### src/rtl/brl_pkg.sv
package brl_pkg;

   localparam int unsigned ColorBits = 4;
   localparam logic [ColorBits-1:0] ColorReset = 4'hF;

   localparam logic ModeStart   = 1'b0;
   localparam logic ModeAdvance = 1'b1;

   typedef struct packed {
      logic x_neg;
      logic y_neg;
   } brl_dir_type;

   typedef struct packed {
      logic emit;
      logic last;
      logic busy;
   } brl_status_type;

endpackage

### src/rtl/brl_step.sv
module brl_step
   import brl_pkg::*;
#(
   parameter int unsigned COORD_BITS = 12
) (
   input  logic                                 mode,
   input  logic signed [COORD_BITS-1:0]         x_start,
   input  logic signed [COORD_BITS-1:0]         y_start,
   input  logic signed [COORD_BITS-1:0]         x_end,
   input  logic signed [COORD_BITS-1:0]         y_end,
   input  logic                                 busy,
   input  logic signed [COORD_BITS-1:0]         cur_x,
   input  logic signed [COORD_BITS-1:0]         cur_y,
   input  logic signed [COORD_BITS-1:0]         tgt_x,
   input  logic signed [COORD_BITS-1:0]         tgt_y,
   input  logic        [COORD_BITS-1:0]         delta_x,
   input  logic        [COORD_BITS-1:0]         delta_y,
   input  brl_dir_type                          dir,
   input  logic signed [COORD_BITS+1:0]         error_term,
   output logic signed [COORD_BITS-1:0]         cur_x_in,
   output logic signed [COORD_BITS-1:0]         cur_y_in,
   output logic signed [COORD_BITS-1:0]         tgt_x_in,
   output logic signed [COORD_BITS-1:0]         tgt_y_in,
   output logic        [COORD_BITS-1:0]         delta_x_in,
   output logic        [COORD_BITS-1:0]         delta_y_in,
   output brl_dir_type                          dir_in,
   output logic signed [COORD_BITS+1:0]         error_in,
   output brl_status_type                       status
);

   localparam int unsigned ErrBits  = COORD_BITS + 2;
   localparam int unsigned WideBits = ErrBits + 2;

   logic                         start;
   logic signed [COORD_BITS:0]   dx_full;
   logic signed [COORD_BITS:0]   dy_full;
   logic        [COORD_BITS:0]   dx_abs;
   logic        [COORD_BITS:0]   dy_abs;
   logic        [ErrBits-1:0]    err_start;
   logic signed [WideBits-1:0]   e2;
   logic signed [WideBits-1:0]   dx_w;
   logic signed [WideBits-1:0]   dy_w;
   logic signed [WideBits-1:0]   err_sum;
   logic                         step_x;
   logic                         step_y;
   logic signed [COORD_BITS-1:0] adv_x;
   logic signed [COORD_BITS-1:0] adv_y;

   assign start = (mode == ModeStart);

   always_comb begin
      dx_full   = {x_end[COORD_BITS-1], x_end} - {x_start[COORD_BITS-1], x_start};
      dy_full   = {y_end[COORD_BITS-1], y_end} - {y_start[COORD_BITS-1], y_start};
      dx_abs    = dx_full[COORD_BITS] ? (COORD_BITS+1)'(-dx_full) : dx_full;
      dy_abs    = dy_full[COORD_BITS] ? (COORD_BITS+1)'(-dy_full) : dy_full;
      err_start = ErrBits'({1'b0, dx_abs} - {1'b0, dy_abs});

      e2      = {error_term[ErrBits-1], error_term, 1'b0};
      dx_w    = $signed({4'b0000, delta_x});
      dy_w    = $signed({4'b0000, delta_y});
      step_x  = (e2 > -dy_w);
      step_y  = (e2 < dx_w);
      err_sum = {{2{error_term[ErrBits-1]}}, error_term}
                - (step_x ? dy_w : WideBits'(0))
                + (step_y ? dx_w : WideBits'(0));

      adv_x = cur_x;
      if (step_x) begin
         adv_x = dir.x_neg ? cur_x - COORD_BITS'(1) : cur_x + COORD_BITS'(1);
      end
      adv_y = cur_y;
      if (step_y) begin
         adv_y = dir.y_neg ? cur_y - COORD_BITS'(1) : cur_y + COORD_BITS'(1);
      end

      if (start) begin
         cur_x_in     = x_start;
         cur_y_in     = y_start;
         tgt_x_in     = x_end;
         tgt_y_in     = y_end;
         delta_x_in   = dx_abs[COORD_BITS-1:0];
         delta_y_in   = dy_abs[COORD_BITS-1:0];
         dir_in.x_neg = !(x_start < x_end);
         dir_in.y_neg = !(y_start < y_end);
         error_in     = $signed(err_start);
      end else begin
         cur_x_in   = adv_x;
         cur_y_in   = adv_y;
         tgt_x_in   = tgt_x;
         tgt_y_in   = tgt_y;
         delta_x_in = delta_x;
         delta_y_in = delta_y;
         dir_in     = dir;
         error_in   = err_sum[ErrBits-1:0];
      end

      status.emit = start || busy;
      status.last = (cur_x_in == tgt_x_in) && (cur_y_in == tgt_y_in);
      status.busy = status.emit ? !status.last : busy;
   end

endmodule

### config.mk
export PLATFORM = sky130hd
export DESIGN_NAME = brl_step
export DESIGN_NICKNAME = d
export VERILOG_FILES = /design/src/rtl/brl_pkg.sv /design/src/rtl/brl_step.sv
export SDC_FILE = /design/constraint.sdc
export NUM_CORES = 1
export LEC_CHECK = 0
export ABC_CLOCK_PERIOD_IN_PS = 7400
export BUFFER_PORTS_ARGS = -buffer_cell sky130_fd_sc_hd__buf_2
export CAP_MARGIN = 10
export CORE_MARGIN = 2
export CORE_UTILIZATION = 54
export DETAILED_ROUTE_END_ITERATION = 10
export PLACE_DENSITY_LB_ADDON = 0.1
export SYNTH_ARGS = -nofsm -noshare
export SYNTH_HDL_FRONTEND = slang
export SYNTH_SLANG_ARGS = --single-unit
### constraint.sdc
create_clock -name vclk -period 7.4
set_input_delay 0.74 -clock vclk [all_inputs]
set_output_delay 0.74 -clock vclk [all_outputs]
set_load 0.05 [all_outputs]
### Word-level counts from Yosys, hierarchy flattened

Index checks and enable logic that the tools add are counted.

* register bits after elaboration: 0
* bits of input ports: 138
* output and inout bits: 91
* word-level logic and storage cells: 41

* add/subtract/negate cells: 12
* magnitude comparators: 4
* equal/unequal tests: 2
* mux-type cells: 17
* bitwise gates (word level): 1
* reductions and logical operators: 5

Operator list (number)
* 12-bit 2-to-1 mux: 12
* 13-bit 2-to-1 mux: 2
* 13-bit negation: 2
* 12-bit by 12-bit subtractor with 13-bit output: 2
* 12-bit by 2-bit adder with 12-bit output, second input constant: 2
* 12-bit equality test: 2
* 12-bit < comparator: 2
* 12-bit by 2-bit subtractor with 12-bit output, second input constant: 2
* 15-bit by 16-bit greater-than comparator with 1-bit output: 1
* 12-bit negation with 16-bit output: 1
* 15-bit by 13-bit < comparator with 1-bit output: 1
* 14-bit by 13-bit adder with 14-bit output: 1
* 14-bit 2-to-1 mux: 1
* 13-bit by 13-bit subtractor with 14-bit output: 1
* 14-bit by 13-bit subtractor with 14-bit output: 1
* 1-bit logical NOT: 3
* 2-bit 2-to-1 mux: 1
* 1-bit logical AND: 1
* 1-bit logical OR: 1
* 1-bit 2-to-1 mux: 1
* 1-bit inverter: 1

### Longest topological paths before layout

Gate-level depths: netlist of the first run.

* depth after elaboration: 8
* depth in mapped cells: 27
* depth with buffers taken out: 27

### Least setup slack after synthesis of the first run

No wires, ideal clock.

* path kind: input -> output
* start point: input delta_y[5]
* end point: output error_in[8]
* arrival: 6.526 ns
* required time: 6.660 ns
* path slack: 0.134 ns
* cell stages on the path: 23
* path buffers: 1
* cell sequence: or4_1 -> nor3_1 -> nand2_1 -> nor2_1 -> xor2_1 -> ha_1 -> a211o_1 -> a21oi_1 -> nor2_1 -> o41a_1 -> clkbuf_1 -> and3_1 -> fa_1 -> inv_1 -> ha_1 -> nor2b_1 -> o21ai_0 -> a21boi_0 -> o21ai_0 -> a21boi_0 -> o21ai_0 -> a21boi_0 -> o31ai_1

* cells in the longest elaborated chain, start to end: 6

Ends and longest elaborated chain
* from (decl): line brl_step.sv:17 `input logic [COORD_BITS-1:0] delta_y,`
* 12-bit negation with 16-bit output: line brl_step.sv:61 `step_x = (e2 > -dy_w);`
* 15-bit by 16-bit greater-than comparator with 1-bit output: line brl_step.sv:61
* 12-bit 2-to-1 mux *: line brl_step.sv:64 `- (step_x ? dy_w : WideBits'(0))`
* 14-bit by 13-bit subtractor with 14-bit output *: line brl_step.sv:64
* 14-bit by 13-bit adder with 14-bit output *: line brl_step.sv:65 `+ (step_y ? dx_w : WideBits'(0));`
* 14-bit 2-to-1 mux *: line brl_step.sv:76 `if (start) begin`
* to (decl): line brl_step.sv:27 `output logic signed [COORD_BITS+1:0] error_in,`

Mark *: on every way between the ends. The rest lies on a longest branch, timed or not.

### Worst setup path in the final report of the first run

* start point: input delta_y[5]
* end point: output error_in[12]

The elaborated chain is that of the path after synthesis.

==> results of run 1 <==
worst max-delay path, cell delays in order:
cell	delay, ps
buf_2	130
or4_4	580
nor3_4	220
nand2_2	120
o41ai_1	230
o21ai_0	140
ha_1	320
nand4_1	120
nor3_1	300
o21a_1	260
o41ai_4	90
nor3_2	230
fa_1	440
buf_4	160
fa_1	430
nor2b_1	120
o21ai_0	110
a21boi_1	200
o21ai_1	110
a21boi_1	210
o21ai_1	110
a21boi_1	230
o21ai_0	150
a21oi_1	190
xnor2_1	80
mux2i_1	120
clkbuf_4	250
worst paths after layout:
| kind | start | endpoint | cells after the start |
|---|---|---|---|
| worst max-delay path | delta_y[5] | error_in[12] | 27 |
| worst min-delay path | busy | status[2] | 4 |
layout make-up:
class	count	area [µm²]	share of cell area (%)
inverters	110	413	5.12
multi-input cells	824	6180	76.6
well taps	147	184	2.28
repair buffers	247	1290	16.0
layout by cell type (no fill, tap or decap), types with 12 or more instances in the layout:
cell type,Yosys,final
a21oi_1,67,66
fa_1,17,17
a31oi_1,14,14
mux2i_1,13,13
nand3_1,21,21
and3_1,13,13
xnor2_1,68,68
a21o_1,18,18
nor3_1,25,23
o31ai_1,12,12
nor2b_1,14,14
ha_1,102,102
mux2_2,25,25
or3_1,14,14
nor2_1,86,86
o21ai_0,55,52
inv_1,109,109
buf_4,3,20
nand2_1,86,85
buf_2,0,224
xor2_1,40,40
per-stage QoR:
step	cells	TNS (ps)	hold slack [ps]	setup WS, ps	area (µm²)
floorplan	955	0	1720	134	6670
global placement	1326	0	1890	108	8020
detailed placement	1326	-28.0	1890	-28.0	8020
CTS	1326	0	1890	25.5	8020
global route	1328	0	1920	3.86	8070
finish	1328	0	1900	259	8070
kinds of logic (layout without fill, tap and decap cells):
group           Yosys count  count (layout)  share of synthesized area, %
fa+ha+maj               119             119                          24.2
mux                      38              38                          6.17
xor+xnor                109             109                          14.4
compound gates          242             242                          23.9
buf+inv                 131             357                          7.77
simple gates            316             316                          23.5
power by group:
part / internal [mW] / switching (mW)
sequential: 0 / 0
clock: 0 / 0
combinational: 0.491 / 0.940
total: 0.491 / 0.940
routing by layer:
layer  global-route usage (%)  up-vias
li1                         -     3840
met5                        0        -
met4                     5.62        0
met1                     40.6     3475
met2                     56.5      307
met3                     1.21       33
repair_timing:
item                                    in CTS  in global routing
resized for setup                            1                 16
buffers inserted                             0                  2
pin swaps                                    0                  3
endpoints found under the setup margin       2                  6
==> results.md, run 1 <==
* Initial DRC count at roughly 500
* Die Wd at approximately 120 µm
* Die Y at between 100 and 150 µm
* Flip-flop and latch count at 0
* Run status: finished clean
* Yosys warns at 0
* Grt ovf at 0
* WS Path Type: input port to output pin
* FP Rows at 40
* Synth Cell Area at 6670 µm²
* Post-CTS Hold Fix Bufs at 0
* # IOs at about 230
* Crit path max fanout at 6
* Post-Syn Area per Cell at approximately 7 µm²
* VDD IR-drop max at about 0.11 mV
* P_leak at 4.13 nW
* Synth top area cells: ha_1 19%, xnor2_1 8.9%, inv_1 6.1%
* Final #Nets at approximately 1400
* Routed wl met3 at 1240 µm
* WL met1 at ~9400 µm
* Core ar. at about 12000 µm²
* Global-route wire length before repair at around 33000 µm
* WL/cell at roughly 16 µm
* Total power at approximately 1.4 mW
* Unrepaired setup endpoints after global routing: false
* Post-route ant nets at 0
* Highest metal used: met4
* Cells after Synth at around 960
* Post-synthesis sequential area ratio at 0%
* Count leader, synth: inv_1
* FF+latch area at 0 µm²
* DR vias at 7655
* WL met2 at 10400 µm
* Hold WC Path Type: input port to output pin
* Synth cell types at 80
* Fraction of layout cells with a size suffix above 1 at between 20% and 30%
* Startpoint types: input port
* PwrDens at roughly 180 nW/µm²
* CLK BUF at 0
* Setup Viol. Count Final at 0
* First drt pass iteration count at 5
* Leading area contributor after synthesis: ha_1
* Commonest cells in the netlist: 109 x inv_1, 102 x ha_1, 86 x nand2_1, 86 x nor2_1, 68 x xnor2_1
* Initial Utilization at a little under three fifths
* Final Max Tran Viols at 0
* DRC Markers at 0
* Total GRT Usage at between 30 and 40%
* Final WL at 21400 µm
* Layout fillers at around 1200
* Final critical-path required period at a little over 7000 ps
* Critical Path End Type: output pin
* Vias in the first global route at 7033
* N_diodes at 0
* DPL Wire Length at 18800 µm
* Port-buffer cells at around 230
* Final Hold Fails at 0
* Slew margin rel. at 56.1%
* Utilization after layout at 67.2%
* Fmax at about 140 MHz
* Worst EP arrival at approximately 6400 ps
* Initial antenna violation count at 0
* Post-synthesis net count at ~1200
* Synth top area share at 19.1%
* Maxcap violations at 0
* Routed vias/inst at slightly below 6
* Synthesis-to-finish area growth at 21.0%
* Crit share post-route at a little over nine tenths
* Pin count of the biggest net entering global routing at 65
* Die Area at around 13000 µm²
* Least-Margin Pin Slew at 658 ps
* CP required at 6660 ps
* GP Congestion at slightly above 0.9
(Power assumes the default switching activity.)
==> run 2: changes to the inputs <==
ABC_CLOCK_PERIOD_IN_PS = 6800   (was 7400)
clock period = 6.8 ns   (was 7.4 ns; I/O delays follow)
==> results.md, run 2 (synthesis gave the netlist of run 1 again) <==
* Run status: finished clean
* FF+latch area at 0 µm² (unchanged)
* Final Max Tran Viols at 0 (unchanged)
* Total GRT Usage at 32.2% (+1.4 points)
* GP Congestion at 0.985 (+5.3%)
* Unrepaired setup endpoints after global routing: true
* Hold slack at 1770 ps (-128 ps)
* Final critical-path required period at 6650 ps
* PwrDens at 196 nW/µm² (+10%)
* Post-route ant nets at 0 (unchanged)
* Pin count of the biggest net entering global routing at 67 (+3.1%)
* Final #Nets at 1465 (+1.7%)
* Final WL at 22600 µm (+5.2%)
* WS Path Type: input port to output pin
* CP max stage cell: or4_4
* VDD IR-drop max at 0.140 mV (+28%)
* Worst EP arrival at 5970 ps (-430 ps)
* Commonest non-fill, non-tap cell in the layout: buf_2
* Global-route wire length before repair at 34600 µm (+3.7%)
* WP buf/inv at 5 (+2)
* CP most frequent cell: o21ai_2
* CP endpoint: error_in[12]
* Die Y at 115 µm (unchanged)
* Critical Path End Type: output pin
* # IOs at 229 (unchanged)
* Synthesis-to-finish area growth at 27.1%
* Maxcap violations at 0 (unchanged)
* Setup Viol. Count Final at 0 (unchanged)
* Initial antenna violation count at 0 (unchanged)
* Post-place setup slack at -413 ps (-385 ps)
* Most frequent cells in the layout: 223 x buf_2, 108 x inv_1, 99 x ha_1, 85 x nand2_1, 82 x nor2_1
* Core ar. at 12000 µm² (unchanged)
* Routed vias/inst at 5.76 (-0.14%)
* Hold WC Path Type: input port to output pin
* Initial DRC count at 379 (-26%)
* WL/cell at 16.7 µm (+3.3%)
* Slew margin rel. at 53.4% (-2.7 points)
* DR vias at 7788 (+1.7%)
* Port-buffer cells at 229 (unchanged)
* Die Wd at 115 µm (unchanged)
* Vias in the first global route at 7374 (+4.8%)
* CP required at 6120 ps (-540 ps)
* P_leak at 4.30 nW (+4.0%)
* Fraction of layout cells with a size suffix above 1 at 30.3% (+4.6 points)
* Final Hold Fails at 0 (unchanged)
* Grt ovf at 0 (unchanged)
* Multi-input logic area at 6380 µm² (+3.3%)
* N_diodes at 0 (unchanged)
* PnR worst setup slack at 145 ps (-114 ps)
* Layout fillers at 1088 (-5.6%)
* Flip-flop and latch count at 0 (unchanged)
* DRC Markers at 0 (unchanged)
* CP max stage delay at 550 ps (-30 ps)
* DPL Wire Length at 19200 µm (+2.4%)
* Die Area at 13300 µm² (unchanged)
* CP delay by family, top: compound AO/OA/AOI/OAI gates
* CLK BUF at 0 (unchanged)
* Critical Path Source: delta_y[2]
* Initial Utilization at 55.5% (unchanged)
* FP Rows at 40 (unchanged)
* Startpoint types: input port
* Crit share post-route at 97.9%
* Least-Margin Pin Slew at 699 ps (+40.9 ps)
* First drt pass iteration count at 6 (+1)
* Fmax at approximately 150 MHz
* CP Depth at 30 (+11%)
* Crit path max fanout at 4 (-2)
## run 2: changes by cell type in the layout (fill, tap and decap cells not counted), sizes merged
cell	change
clkbuf	-2
buf	+27
## run 2: how the worst min path moves through the flow
stage	startpoint	depth (start not counted)	endpoint
floorplan	y_start[11]	2	cur_y_in[11]
global placement	busy	4	status[2]
detailed placement	busy	4	status[2]
CTS	busy	4	status[2]
global route	busy	4	status[2]
finish	busy	4	status[2]
## run 2: per-stage QoR
stage | util [%] | instance area [µm²] | power [mW] | std cells | setup TNS, ps
6_report | 70.5 | 8470 | 1.66 | 1353 | 0
2_1_floorplan | - | 6700 | 1.18 | 955 | -408
5_1_grt | 70.5 | 8470 | 1.78 | 1353 | -316
3_5_place_dp | 68.2 | 8190 | 1.56 | 1345 | -1420
4_1_cts | 68.7 | 8250 | 1.59 | 1347 | -4.08
3_3_place_gp | 68.2 | 8190 | 1.55 | 1345 | -1130
## run 2: what timing repair did
item,4_1_cts,5_1_grt
pin swaps,5,33
hold buffers,0,0
resized for setup,16,43
setup buffers,2,6
setup endpoints to repair,5,7
## run 2: layer usage
layer	wire length (µm)	track usage, %	up-vias
met5	0	0	-
met4	707	10.5	0
met3	1560	2.53	45
met2	10700	57.5	333
met1	9550	41.1	3520
li1	-	-	3890
## run 2: area by class of cell
class	count	area share, %
tap	147	2.17
inverter	110	4.87
timing repair buffer	272	17.6
multi-input combinational	824	75.3
## run 2: where the power goes
group          leakage, nW  internal (mW)  total, mW  switching [mW]
combinational         4.30          0.592       1.66            1.07
sequential               0              0          0               0
clock                    0              0          0               0
total                 4.30          0.592       1.66            1.07
